## config.mk

```make
export PLATFORM = sky130hd
export DESIGN_NAME = keyed_array_list
export DESIGN_NICKNAME = d
export VERILOG_FILES = /design/src/hdl/kal_pkg.sv /design/src/hdl/keyed_array_list.sv /design/src/hdl/kal_store.sv /design/src/hdl/kal_ctrl.sv
export SDC_FILE = /design/constraint.sdc
export NUM_CORES = 1
export LEC_CHECK = 0
export BUFFER_PORTS_ARGS = -buffer_cell sky130_fd_sc_hd__buf_2
export CELL_PAD_IN_SITES_DETAIL_PLACEMENT = 1
export CELL_PAD_IN_SITES_GLOBAL_PLACEMENT = 2
export CORE_AREA = 2 2 207 291
export DETAILED_ROUTE_END_ITERATION = 8
export DIE_AREA = 0 0 209 293
export GPL_TIMING_DRIVEN = 0
export MAX_ROUTING_LAYER = met4
export PLACE_DENSITY_LB_ADDON = 0.12
export SLEW_MARGIN = 20
export SYNTH_ARGS = -nofsm -noshare
export SYNTH_HDL_FRONTEND = slang
export SYNTH_SLANG_ARGS = --single-unit
```

## constraint.sdc

```tcl
create_clock -name clk -period 6.8 [get_ports clk]
set_input_delay 0.68 -clock clk [delete_from_list [all_inputs] [get_ports clk]]
set_output_delay 0.68 -clock clk [all_outputs]
set_load 0.02 [all_outputs]
```

## src/hdl/kal_pkg.sv

```systemverilog
package kal_pkg;

	typedef enum logic [1:0] {
		KIND_APPEND = 2'd0,
		KIND_SEARCH = 2'd1,
		KIND_REMOVE = 2'd2,
		KIND_INSERT = 2'd3
	} kind_e;

	typedef enum logic [2:0] {
		ST_OK       = 3'd0,
		ST_FULL     = 3'd1,
		ST_BADPOS   = 3'd2,
		ST_NOTFOUND = 3'd3,
		ST_EMPTY    = 3'd4
	} status_e;

	localparam int unsigned KEY_W     = 32;
	localparam int unsigned PAYLOAD_W = 32;
	localparam int unsigned CAP_W     = 5;
	localparam int unsigned POS_W     = 5;
	localparam int unsigned FOUND_W   = 4;
	localparam int unsigned COUNT_W   = 5;
	localparam logic [CAP_W-1:0] CAP_RESET = 5'd10;

	typedef struct packed {
		logic [KEY_W-1:0]     key;
		logic [PAYLOAD_W-1:0] payload;
	} entry_t;

	typedef struct packed {
		status_e              status;
		logic [FOUND_W-1:0]   found;
		logic [COUNT_W-1:0]   count;
		logic                 empty;
		logic                 full;
	} res_t;

endpackage

```

## src/hdl/keyed_array_list.sv

```systemverilog
// Ordered list of keyed entries (32-bit key, 32-bit payload word) with append,
// search, remove and insert-at-position; every operation returns one result word
// with a status, the count after the operation and the empty and full flags.
// The entries sit in a memory with one read and one write port that reads or
// moves one entry a cycle under a small sequencer. A finished result waits in
// the sequencer while the output register is full and stalled. A new word is
// taken only while the sequencer is idle; a finished result waits in the output
// register and does not hold off the next word. Capacity is written through
// cfg_we / cfg_data; the user must write it only while idle, which the block
// does not enforce. 0 acts as 1 and values above MAX_ENTRIES act as MAX_ENTRIES.
module keyed_array_list import kal_pkg::*; #(
	parameter int MAX_ENTRIES = 16
) (
	input  logic                  clk,
	input  logic                  arst_n,
	input  logic                  cfg_we,
	input  logic [CAP_W-1:0]      cfg_data,
	input  logic                  in_valid,
	output logic                  in_stall,
	input  logic [1:0]            kind,
	input  logic [KEY_W-1:0]      key,
	input  logic [PAYLOAD_W-1:0]  payload,
	input  logic [POS_W-1:0]      position,
	output logic                  out_valid,
	input  logic                  out_stall,
	output logic [2:0]            status,
	output logic [FOUND_W-1:0]    found_position,
	output logic [COUNT_W-1:0]    entry_count_out,
	output logic                  is_empty,
	output logic                  is_full
);

	localparam int IW = $clog2(MAX_ENTRIES);

	logic [CAP_W-1:0] cap_q;
	logic             idle;
	logic             out_free;
	logic             res_valid;
	res_t             res;
	res_t             res_q;
	logic             out_valid_q;
	logic             mem_we;
	logic [IW-1:0]    mem_waddr;
	logic [IW-1:0]    mem_raddr;
	entry_t           mem_wdata;
	entry_t           mem_rdata;

	always_ff @(posedge clk or negedge arst_n) begin
		if (!arst_n) begin
			cap_q <= CAP_RESET;
		end else if (cfg_we) begin
			cap_q <= cfg_data;
		end
	end

	kal_ctrl #(
		.MAX_ENTRIES(MAX_ENTRIES)
	) u_ctrl (
		.clk      (clk),
		.arst_n   (arst_n),
		.in_valid (in_valid),
		.kind     (kind),
		.key      (key),
		.payload  (payload),
		.position (position),
		.cap      (cap_q),
		.idle     (idle),
		.out_free (out_free),
		.res_valid(res_valid),
		.res      (res),
		.mem_we   (mem_we),
		.mem_waddr(mem_waddr),
		.mem_wdata(mem_wdata),
		.mem_raddr(mem_raddr),
		.mem_rdata(mem_rdata)
	);

	kal_store #(
		.DEPTH(MAX_ENTRIES)
	) u_store (
		.clk  (clk),
		.we   (mem_we),
		.waddr(mem_waddr),
		.wdata(mem_wdata),
		.raddr(mem_raddr),
		.rdata(mem_rdata)
	);

	assign in_stall = !idle;
	assign out_free = !out_valid_q || !out_stall;

	// result word register
	always_ff @(posedge clk or negedge arst_n) begin
		if (!arst_n) begin
			out_valid_q <= 1'b0;
		end else if (res_valid) begin
			out_valid_q <= 1'b1;
		end else if (!out_stall) begin
			out_valid_q <= 1'b0;
		end
	end

	always_ff @(posedge clk) begin
		if (res_valid) begin
			res_q <= res;
		end
	end

	assign out_valid       = out_valid_q;
	assign status          = res_q.status;
	assign found_position  = res_q.found;
	assign entry_count_out = res_q.count;
	assign is_empty        = res_q.empty;
	assign is_full         = res_q.full;

endmodule

```

## src/hdl/kal_store.sv

```systemverilog
module kal_store import kal_pkg::*; #(
	parameter int DEPTH = 16
) (
	input  logic                     clk,
	input  logic                     we,
	input  logic [$clog2(DEPTH)-1:0] waddr,
	input  entry_t                   wdata,
	input  logic [$clog2(DEPTH)-1:0] raddr,
	output entry_t                   rdata
);

	entry_t mem [DEPTH];

	always_ff @(posedge clk) begin
		if (we) begin
			mem[waddr] <= wdata;
		end
	end

	always_ff @(posedge clk) begin
		rdata <= mem[raddr];
	end

endmodule

```

## src/hdl/kal_ctrl.sv

```systemverilog
module kal_ctrl import kal_pkg::*; #(
	parameter int MAX_ENTRIES = 16
) (
	input  logic                           clk,
	input  logic                           arst_n,
	input  logic                           in_valid,
	input  logic [1:0]                     kind,
	input  logic [KEY_W-1:0]               key,
	input  logic [PAYLOAD_W-1:0]           payload,
	input  logic [POS_W-1:0]               position,
	input  logic [CAP_W-1:0]               cap,
	output logic                           idle,
	input  logic                           out_free,
	output logic                           res_valid,
	output res_t                           res,
	output logic                           mem_we,
	output logic [$clog2(MAX_ENTRIES)-1:0] mem_waddr,
	output entry_t                         mem_wdata,
	output logic [$clog2(MAX_ENTRIES)-1:0] mem_raddr,
	input  entry_t                         mem_rdata
);

	localparam int IW   = $clog2(MAX_ENTRIES);
	localparam int CW   = $clog2(MAX_ENTRIES + 1);
	localparam int CMPW = (CW > POS_W) ? CW : POS_W;

	typedef enum logic [4:0] {
		S_IDLE = 5'b00001,
		S_SCAN = 5'b00010,
		S_SHDN = 5'b00100,
		S_SHUP = 5'b01000,
		S_FIN  = 5'b10000
	} state_t;

	state_t             state_q, state_n;
	logic [CW-1:0]      cnt_q, cnt_n;
	logic [CW-1:0]      idx_q, idx_n;
	logic [IW-1:0]      found_q, found_n;
	status_e            status_q, status_n;
	logic [1:0]         kind_q;
	logic [IW-1:0]      pos_q;
	entry_t             item_q;

	logic [CMPW-1:0]    cap_x, max_x, eff_cap, cnt_x;
	logic               full;
	logic [CW-1:0]      idx_p1, idx_p2, idx_m1, idx_m2, cnt_m1;
	logic [CW:0]        idx_p1_wide;
	logic               accept;

	always_comb begin
		cap_x = CMPW'(cap);
		max_x = CMPW'(MAX_ENTRIES);
		cnt_x = CMPW'(cnt_q);
		if (cap == '0) begin
			eff_cap = CMPW'(1);
		end else if (cap_x > max_x) begin
			eff_cap = max_x;
		end else begin
			eff_cap = cap_x;
		end
		full = (cnt_x >= eff_cap);
	end

	assign idx_p1      = idx_q + 1'b1;
	assign idx_p2      = idx_q + 2'd2;
	assign idx_m1      = idx_q - 1'b1;
	assign idx_m2      = idx_q - 2'd2;
	assign cnt_m1      = cnt_q - 1'b1;
	assign idx_p1_wide = {1'b0, idx_q} + 1'b1;

	assign idle   = (state_q == S_IDLE);
	assign accept = idle && in_valid;

	always_comb begin
		state_n   = state_q;
		cnt_n     = cnt_q;
		idx_n     = idx_q;
		found_n   = found_q;
		status_n  = status_q;
		mem_we    = 1'b0;
		mem_waddr = idx_q[IW-1:0];
		mem_wdata = mem_rdata;
		mem_raddr = idx_p1[IW-1:0];
		res_valid = 1'b0;
		case (state_q)
			S_IDLE: begin
				// prime the read port for the first step of the operation
				mem_raddr = (kind == KIND_INSERT) ? cnt_m1[IW-1:0] : '0;
				if (in_valid) begin
					status_n = ST_OK;
					found_n  = '0;
					idx_n    = '0;
					case (kind)
						KIND_APPEND: begin
							state_n = S_FIN;
							if (full) begin
								status_n = ST_FULL;
							end else begin
								mem_we    = 1'b1;
								mem_waddr = cnt_q[IW-1:0];
								mem_wdata = '{key: key, payload: payload};
								cnt_n     = cnt_q + 1'b1;
							end
						end
						KIND_SEARCH, KIND_REMOVE: begin
							state_n = S_SCAN;
						end
						KIND_INSERT: begin
							if (full) begin
								status_n = ST_FULL;
								state_n  = S_FIN;
							end else if (CMPW'(position) > cnt_x) begin
								status_n = ST_BADPOS;
								state_n  = S_FIN;
							end else begin
								idx_n   = cnt_q;
								state_n = S_SHUP;
							end
						end
						default: begin
							state_n = S_FIN;
						end
					endcase
				end
			end
			S_SCAN: begin
				// read data holds the entry at idx_q
				mem_raddr = idx_p1[IW-1:0];
				if (idx_q >= cnt_q) begin
					status_n = (cnt_q == '0) ? ST_EMPTY : ST_NOTFOUND;
					state_n  = S_FIN;
				end else if (mem_rdata.key == item_q.key) begin
					found_n = idx_q[IW-1:0];
					state_n = (kind_q == KIND_REMOVE) ? S_SHDN : S_FIN;
				end else begin
					idx_n = idx_p1;
				end
			end
			S_SHDN: begin
				// read data holds the entry at idx_q + 1
				mem_raddr = idx_p2[IW-1:0];
				if (idx_p1_wide < {1'b0, cnt_q}) begin
					mem_we = 1'b1;
					idx_n  = idx_p1;
				end else begin
					cnt_n   = cnt_m1;
					state_n = S_FIN;
				end
			end
			S_SHUP: begin
				// read data holds the entry at idx_q - 1
				mem_raddr = idx_m2[IW-1:0];
				if (CMPW'(idx_q) > CMPW'(pos_q)) begin
					mem_we = 1'b1;
					idx_n  = idx_m1;
				end else begin
					mem_we    = 1'b1;
					mem_waddr = pos_q;
					mem_wdata = item_q;
					cnt_n     = cnt_q + 1'b1;
					state_n   = S_FIN;
				end
			end
			S_FIN: begin
				if (out_free) begin
					res_valid = 1'b1;
					state_n   = S_IDLE;
				end
			end
			default: begin
				state_n = S_IDLE;
			end
		endcase
	end

	always_comb begin
		res.status = status_q;
		res.found  = FOUND_W'(found_q);
		res.count  = COUNT_W'(cnt_q);
		res.empty  = (cnt_q == '0);
		res.full   = full;
	end

	always_ff @(posedge clk or negedge arst_n) begin
		if (!arst_n) begin
			state_q  <= S_IDLE;
			cnt_q    <= '0;
			idx_q    <= '0;
			found_q  <= '0;
			status_q <= ST_OK;
		end else begin
			state_q  <= state_n;
			cnt_q    <= cnt_n;
			idx_q    <= idx_n;
			found_q  <= found_n;
			status_q <= status_n;
		end
	end

	always_ff @(posedge clk) begin
		if (accept) begin
			kind_q         <= kind;
			pos_q          <= IW'(position);
			item_q.key     <= key;
			item_q.payload <= payload;
		end
	end

endmodule

```

==> results of run 1 <==
==> sequential cells by signal, summed over array words and instances, names as in the netlist, 3 cells and up <==
signal           count
u_ctrl.status_q      3
cap_q                5
u_ctrl.pos_q         4
u_store.rdata       32
entry_count_out      5
u_ctrl.item_q       32
u_ctrl.state_q       5
u_ctrl.idx_q         5
u_ctrl.found_q       4
status               3
u_ctrl.cnt_q         5
u_store.mem        512
found_position       4
==> Yosys cell counts (34+ instances only) <==
library cell	count	area, um2
sky130_fd_sc_hd__edfxtp_1	564	16940
sky130_fd_sc_hd__nand2_1	347	1303
sky130_fd_sc_hd__nor2_1	119	446.7
sky130_fd_sc_hd__a21oi_1	113	565.5
sky130_fd_sc_hd__mux2i_1	68	680.7
sky130_fd_sc_hd__inv_1	58	217.7
sky130_fd_sc_hd__buf_2	45	225.2
sky130_fd_sc_hd__clkbuf_1	42	157.7
sky130_fd_sc_hd__xnor2_1	42	367.9
sky130_fd_sc_hd__a222oi_1	34	340.3
sky130_fd_sc_hd__and3_1	34	212.7
==> power by group <==
part | switching, W | internal, W | leakage [nW] | total, W
Clock | 0.00147 | 0.00211 | 1.01 | 0.00357
Combinational | 0.00444 | 0.00180 | 3.95 | 0.00623
Sequential | 0.000179 | 0.00497 | 5.71 | 0.00515
==> per-stage QoR <==
stage	instances	instance area [um2]	utilization	hold WS (ps)
final	2868	29590	0.5061	101.0
after floorplan	1870	25550	-	384.4
after global placement	2683	26800	0.4585	432.9
after CTS	2866	29580	0.5059	95.37
after detailed placement	2757	27500	0.4703	442.1
after global routing	2868	29590	0.5061	128.8
==> worst max-delay path, delay by kind of cell (launching register included) <==
family                     cells  cell delay (ps)
adders and majority gates      1              280
and+or+nand+nor                5             1900
AOI/OAI and AO/OA              3              820
xor gates and xnor gates       1              400
DFF                            1              490
buffers and inverters          4              930
==> cell families (layout without fill, tap and decap cells) <==
| logic type | after synthesis | in the layout | share of synthesized area |
|---|---|---|---|
| XOR/XNOR | 48 | 48 | 0.01646 |
| multiplexers | 76 | 76 | 0.03017 |
| adder cells (fa/ha/maj) | 32 | 32 | 0.01597 |
| flip-flops | 624 | 624 | 0.7156 |
| other | 0 | 2 | 0 |
| AO/OA/AOI/OAI | 342 | 342 | 0.09511 |
| buffers and inverters | 164 | 411 | 0.02821 |
| AND/OR/NAND/NOR | 584 | 584 | 0.09849 |
==> worst paths after layout <==
kind,start,endpoint,slack [ps],depth (start not counted)
min in group clk,position[0],u_ctrl.pos_q[0],260,1
hold reg to reg,u_ctrl.found_q[2],found_position[2],450,0
setup / recovery,u_ctrl.idx_q[2],u_store.mem[14][41],1670,14
setup reg to reg,u_ctrl.idx_q[2],u_store.mem[14][41],1670,14
hold / removal,arst_n,u_ctrl.status_q[1],100,1
max in group asynchronous,arst_n,u_ctrl.idx_q[4],6230,1
==> per-layer routing <==
metal	track usage	share of wire	wire length, um
met2	0.4824	0.52	42090
met3	0.03794	0.048	3860
met1	0.3256	0.40	32090
met4	0.08833	0.030	2432
met5	-	0	0
==> layout make-up <==
cell class / count / area, um2 / area share
repair buffers: 138 / 913.4 / 0.03087
clock inverters: 34 / 489.2 / 0.01653
well taps: 749 / 937.1 / 0.03167
clock buffers: 75 / 1589 / 0.05370
plain buffers: 105 / 499.2 / 0.01687
multi-input cells: 1082 / 6654 / 0.2249
flip-flops and latches: 624 / 18280 / 0.6178
inverters: 59 / 221.5 / 0.007484
diodes: 2 / 5.005 / 0.0001691
==> flow_summary_export.csv, run 1 <==
group,metric,value,unit
status,run_status,"finished, final reports clean",
global_route,initial_antenna_violation_count,3,
clock_network,post_cts_resize_count,0,
routing,final_antenna_net_count,0,
clock_network,master_cell_of_the_clock_root_buffer,"sky130_fd_sc_hd__clkbuf_16",
final_layout,layout_common_cells,"sky130_fd_sc_hd__edfxtp_1, sky130_fd_sc_hd__nand2_1, sky130_fd_sc_hd__nor2_1",
synthesis,synth_cell_type_count,73,
final_layout,mostFrequentLayoutCell,"sky130_fd_sc_hd__edfxtp_1",
global_route,grt_max_degree,40,
sta,timing.fmax,195.0,MHz
routing,drt-total-wl,80480,um
sta,slew_of_the_pin_with_the_lowest_slew_margin,1115,ps
sta,finalClockSkew,19.01,ps
synthesis,yosys_warnings,0,
min_path,hold_path.class,"input pin to asynchronous set/reset pin",
floorplan,initial_cell_density_of_the_core,0.4370,
sta,relSlewSlack,0.2526,
synthesis,synth_async_sr_flop_share,0.04487,
final_layout,synthToLayoutAreaGrowth,15.82,%
floorplan,die-area,0.06124,mm2
final_layout,finalNetCount,2182,
clock_network,clockBufferDepth,3,
floorplan,die_w,209,um
floorplan,boundaryPins,97,
floorplan,core_region_area,0.05846,mm2
power,totalPowerFinal,0.01496,W
final_layout,filler_cells_inserted,5841,
power,cellLeakagePower,10.67,nW
critical_path,classification_of_the_worst_setup_path,"register to register",
critical_path,sort_of_element_at_the_end_of_the_critical_path,"register",
place,post-place-ws,1710,ps
synthesis,number_of_synthesized_flops_with_an_enable_pin,564,
global_route,grt_overflow,0,
floorplan,chipHeight,293,um
routing,vias,16680,
critical_path,worst_path_largest_cell_delay,800,ps
clock_network,cts_setup_buffers,0,
routing,route.detailed.drc,0,
synthesis,synthFlopType,"sky130_fd_sc_hd__edfxtp_1",
critical_path,critical_path.startpoint_type,"register",
sta,final-max-slew-violation-count,0,
synthesis,mappedNetlistNets,1983,
global_route,grt_first_pass_wirelength,118000,um
critical_path,worstPathArrival,5470,ps
critical_path,crit_required,7140,ps
clock_network,ctsHoldBuffers,0,
sta,min_period_over_period,0.7542,
synthesis,synth_area_per_cell,13.66,um2
global_route,first_global_vias,17730,
clock_network,cts_made_buffers,59,
place,globalplace.congestion,0.8356,
sta,final.setup.worst_slack,1671,ps
clock_network,htree_num_levels,2,
place,port_buffers,64,
routing,post_drt_via_cell_ratio,5.817,
critical_path,worst-path-max-fanout,9,
job,max_cap_viol,0,
clock_network,cts_tree,"yes",
sta,timing.final.setup_violations,0,
sta,period_minus_slack,5129,ps
sta,final_hold_viol_count,0,
clock_network,clkSlewWorstSetupHoldPaths,70,ps
clock_network,clock_latency,640,ps
routing,drt-pass1-iter-count,7,
sta,unrepaired_setup_endpoints_after_global_routing,"false",
final_layout,drive_gt1_frac,0.1549,
synthesis,synth_sequential_area_ratio,0.7156,
synthesis,post_synth_instance_area,0.02555,mm2
place,place.detailed.hpwl,58190,um
global_route,grt.total_usage,0.2742,
floorplan,placementRows,105,
power,vdd.ir_drop.worst,0.2531,mV
clock_network,cts_sinks,624,
routing,drtIter0Drc,1387,
critical_path,critical_path.cell_chain,"buf_2, nand3_1, xor2_1, inv_1, ha_1, o211ai_1, a21oi_1, a2111oi_0, nand2_1, nand2_1, nand3b_1, nor3_2, buf_4, buf_4",
critical_path,critical-path-slowest-cell,"sky130_fd_sc_hd__nor3_2",
synthesis,ys_seq_elements,624,
sta,fin_setup_tns,0,ps
synthesis,postSynthCellCount,1870,
routing,drt-wirelength-per-cell,28.06,um
power,power_density,505.4,mW/mm2
No activity file was read; power rests on OpenSTA's default activity.
==> inputs of run 2 (changes only) <==
- CORE_AREA: 2 2 207 291 -> 2 2 217 305
- DIE_AREA: 0 0 209 293 -> 0 0 219 307
- clock period: 6.8 -> 4.67 ns (I/O delays scaled with it)
==> run 2 against run 1 <==
Count of clock-buffer cells in the layout increased by 15. Critical endpoint is now u_store.rdata[45]. Critical path type unchanged. Register-to-register slack got worse by 1500 ps. Routed wire length up 3.6%. Critical path depth shrank 1. Fmax grew 15%. Sequential share of layout area shrank 1.2 points. Final cell count rose by 3.8%. Sequential power increased by 45%. First-iteration DRC count decreased by 5.3%. Clock skew up 4.8 ps. Global-route usage decreased by 1.4 points.
==> flow_summary_export.csv, run 2 (synthesis results as in run 1) <==
group,metric,value,unit
global_route,grt.total_usage,0.2598,
floorplan,die_w,219,um
final_layout,largest-register,"u_store.mem",
global_route,grt_max_degree,36,
final_layout,multi_input_comb_area,0.006784,mm2
sta,unrepaired_setup_endpoints_after_global_routing,"false",
status,run_status,"finished, final reports clean",
floorplan,initial_cell_density_of_the_core,0.3947,
global_route,first_global_vias,17790,
critical_path,crit-reg2reg-capture,"u_store.rdata[45]",
sta,final-max-slew-violation-count,0,
place,globalplace.congestion,0.8372,
min_path,holdPathStages,1,
floorplan,chipHeight,307,um
routing,final_antenna_net_count,0,
critical_path,critical_path.cell_chain,"buf_6, nor3_4, nand2_1, inv_2, fa_1, xor2_1, nand3_1, o211ai_1, o211ai_1, buf_2, o22ai_1, a21oi_1, o311ai_1",
final_layout,finalNetCount,2190,
final_layout,layout_common_cells,"sky130_fd_sc_hd__edfxtp_1, sky130_fd_sc_hd__nand2_1, sky130_fd_sc_hd__nor2_1",
clock_network,cts_made_buffers,66,
clock_network,clockBufferDepth,3,
final_layout,filler_cells_inserted,6597,
global_route,initial_antenna_violation_count,0,
final_layout,synthToLayoutAreaGrowth,18.17,%
final_layout,diodes,0,
final_layout,utilization,0.4664,
critical_path,worstPathArrival,4920,ps
sta,slew_of_the_pin_with_the_lowest_slew_margin,1148,ps
critical_path,classification_of_the_worst_setup_path,"register to register",
clock_network,master_cell_of_the_clock_root_buffer,"sky130_fd_sc_hd__clkbuf_16",
routing,drt-wirelength-per-cell,28.00,um
critical_path,critical_path.startpoint_type,"register",
critical_path,reg2reg_from,"u_ctrl.state_q[0]",
clock_network,clock_latency,630,ps
final_layout,reg.largest.list,"u_store.mem (512), u_ctrl.item_q (32), u_store.rdata (32)",
power,totalPowerFinal,0.02180,W
power,vdd.ir_drop.worst,0.4271,mV
sta,fin_setup_tns,0,ps
routing,drtIter0Drc,1313,
final_layout,largest_register_ff_count,512,
clock_network,clkSlewWorstSetupHoldPaths,60,ps
sta,hold-worst-slack,42.69,ps
critical_path,sort_of_element_at_the_end_of_the_critical_path,"register",
floorplan,placementRows,111,
place,place.detailed.hpwl,60130,um
sta,final_hold_viol_count,0,
critical_path,critical-path-slowest-cell,"sky130_fd_sc_hd__o211ai_1",
critical_path,critical_path.most_common_cell,"sky130_fd_sc_hd__o211ai_1",
global_route,grt_first_pass_wirelength,121000,um
sta,relSlewSlack,0.2315,
final_layout,final-seq-area,0.01828,mm2
clock_network,cts_tree,"yes",
clock_network,cts_sinks,624,
place,port_buffers,64,
critical_path,crit_required,5110,ps
floorplan,die-area,0.06723,mm2
global_route,grt_overflow,0,
sta,period_minus_slack,4479,ps
routing,route.detailed.drc,0,
critical_path,worst_r2r_path_depth,13,
power,power_density,722.0,mW/mm2
clock_network,htree_num_levels,3,
sta,finalClockSkew,23.80,ps
floorplan,boundaryPins,97,
critical_path,rrSetupSlack,190,ps
routing,drt-pass1-iter-count,6,
routing,drt-total-wl,83350,um
final_layout,drive_gt1_frac,0.1615,
sta,timing.fmax,223.3,MHz
job,max_cap_viol,0,
floorplan,core_region_area,0.06472,mm2
critical_path,worst-path-max-fanout,10,
routing,vias,16730,
routing,post_drt_via_cell_ratio,5.620,
min_path,hold_path_startpoint,"position[0]",
final_layout,mostFrequentLayoutCell,"sky130_fd_sc_hd__edfxtp_1",
min_path,hold_path.class,"input pin to register",
critical_path,worst_path_largest_cell_delay,1000,ps
sta,min_period_over_period,0.9591,
sta,timing.final.setup_violations,0,
min_path,min_delay_worst_endpoint,"u_ctrl.pos_q[0]",
power,cellLeakagePower,10.88,nW
==> run 2: cell types whose count changed in the layout (fill, tap and decap cells not counted), moves of 11 or more <==
cell	change
sky130_fd_sc_hd__bufinv_16	-11
sky130_fd_sc_hd__nor3_2	-17
sky130_fd_sc_hd__buf_4	-31
sky130_fd_sc_hd__buf_8	+26
sky130_fd_sc_hd__nor3_4	+17
==> run 2: through the flow <==
stage	cell area [um2]	cells	setup WS, ps
floorplan	25610	1870	-521.8
global placement	26990	2781	-4728
detailed placement	27820	2836	-663.3
CTS	30160	2977	58.99
global route	30190	2977	7.329
finish	30190	2977	190.8
==> run 2: what timing repair did <==
item,4_1_cts,5_1_grt
buffers inserted,19,0
resized for setup,9,7
hold buffers,1,0
endpoints found under the setup margin,355,18
pin swaps,8,0
endpoints found under the hold margin,25,0
==> run 2: worst max path at each step <==
stage / from / to / slack (ps) / depth (start not counted)
finish: u_ctrl.state_q[0] / u_store.rdata[45] / 190 / 13
global placement: u_ctrl.idx_q[2] / u_store.mem[4][35] / -4730 / 12
detailed placement: u_ctrl.idx_q[2] / u_store.mem[12][32] / -660 / 14
floorplan: u_ctrl.cnt_q[0] / u_store.mem[12][32] / -520 / 10
CTS: u_ctrl.idx_q[2] / u_store.mem[13][60] / 60 / 15
global route: u_ctrl.state_q[1] / u_store.rdata[50] / 7 / 12
==> run 2: critical path: cells and delay by family (launching register included) <==
family / cells / cell delay, ps
compound gates: 5 / 1850
xor+xnor: 1 / 190
fa+ha+maj: 1 / 410
buf+inv: 3 / 820
flops: 1 / 530
simple gates: 3 / 480
==> run 2: area by class of cell <==
class,instances,area share
Timing Repair Buffer,139,0.04141
Inverter,59,0.007336
Tap cell,847,0.03511
Clock inverter,31,0.007336
Buffer,105,0.01670
Sequential cell,624,0.6056
Clock buffer,90,0.06176
Multi-Input combinational cell,1082,0.2247
==> run 2: routing by layer <==
metal / vias to the layer above / track usage / wire, um
met5: - / - / 0
met4: 0 / 0.09805 / 2768
met3: 142 / 0.03046 / 3639
met2: 486 / 0.4635 / 44760
met1: 8658 / 0.2978 / 32180
li1: 7444 / - / -
==> run 2: report_power, final <==
group	leakage, nW	switching, W	internal [W]	total (W)
logic	4.14	0.00653	0.00266	0.00919
clock network	1.03	0.00224	0.00288	0.00512
registers	5.71	0.000248	0.00723	0.00748
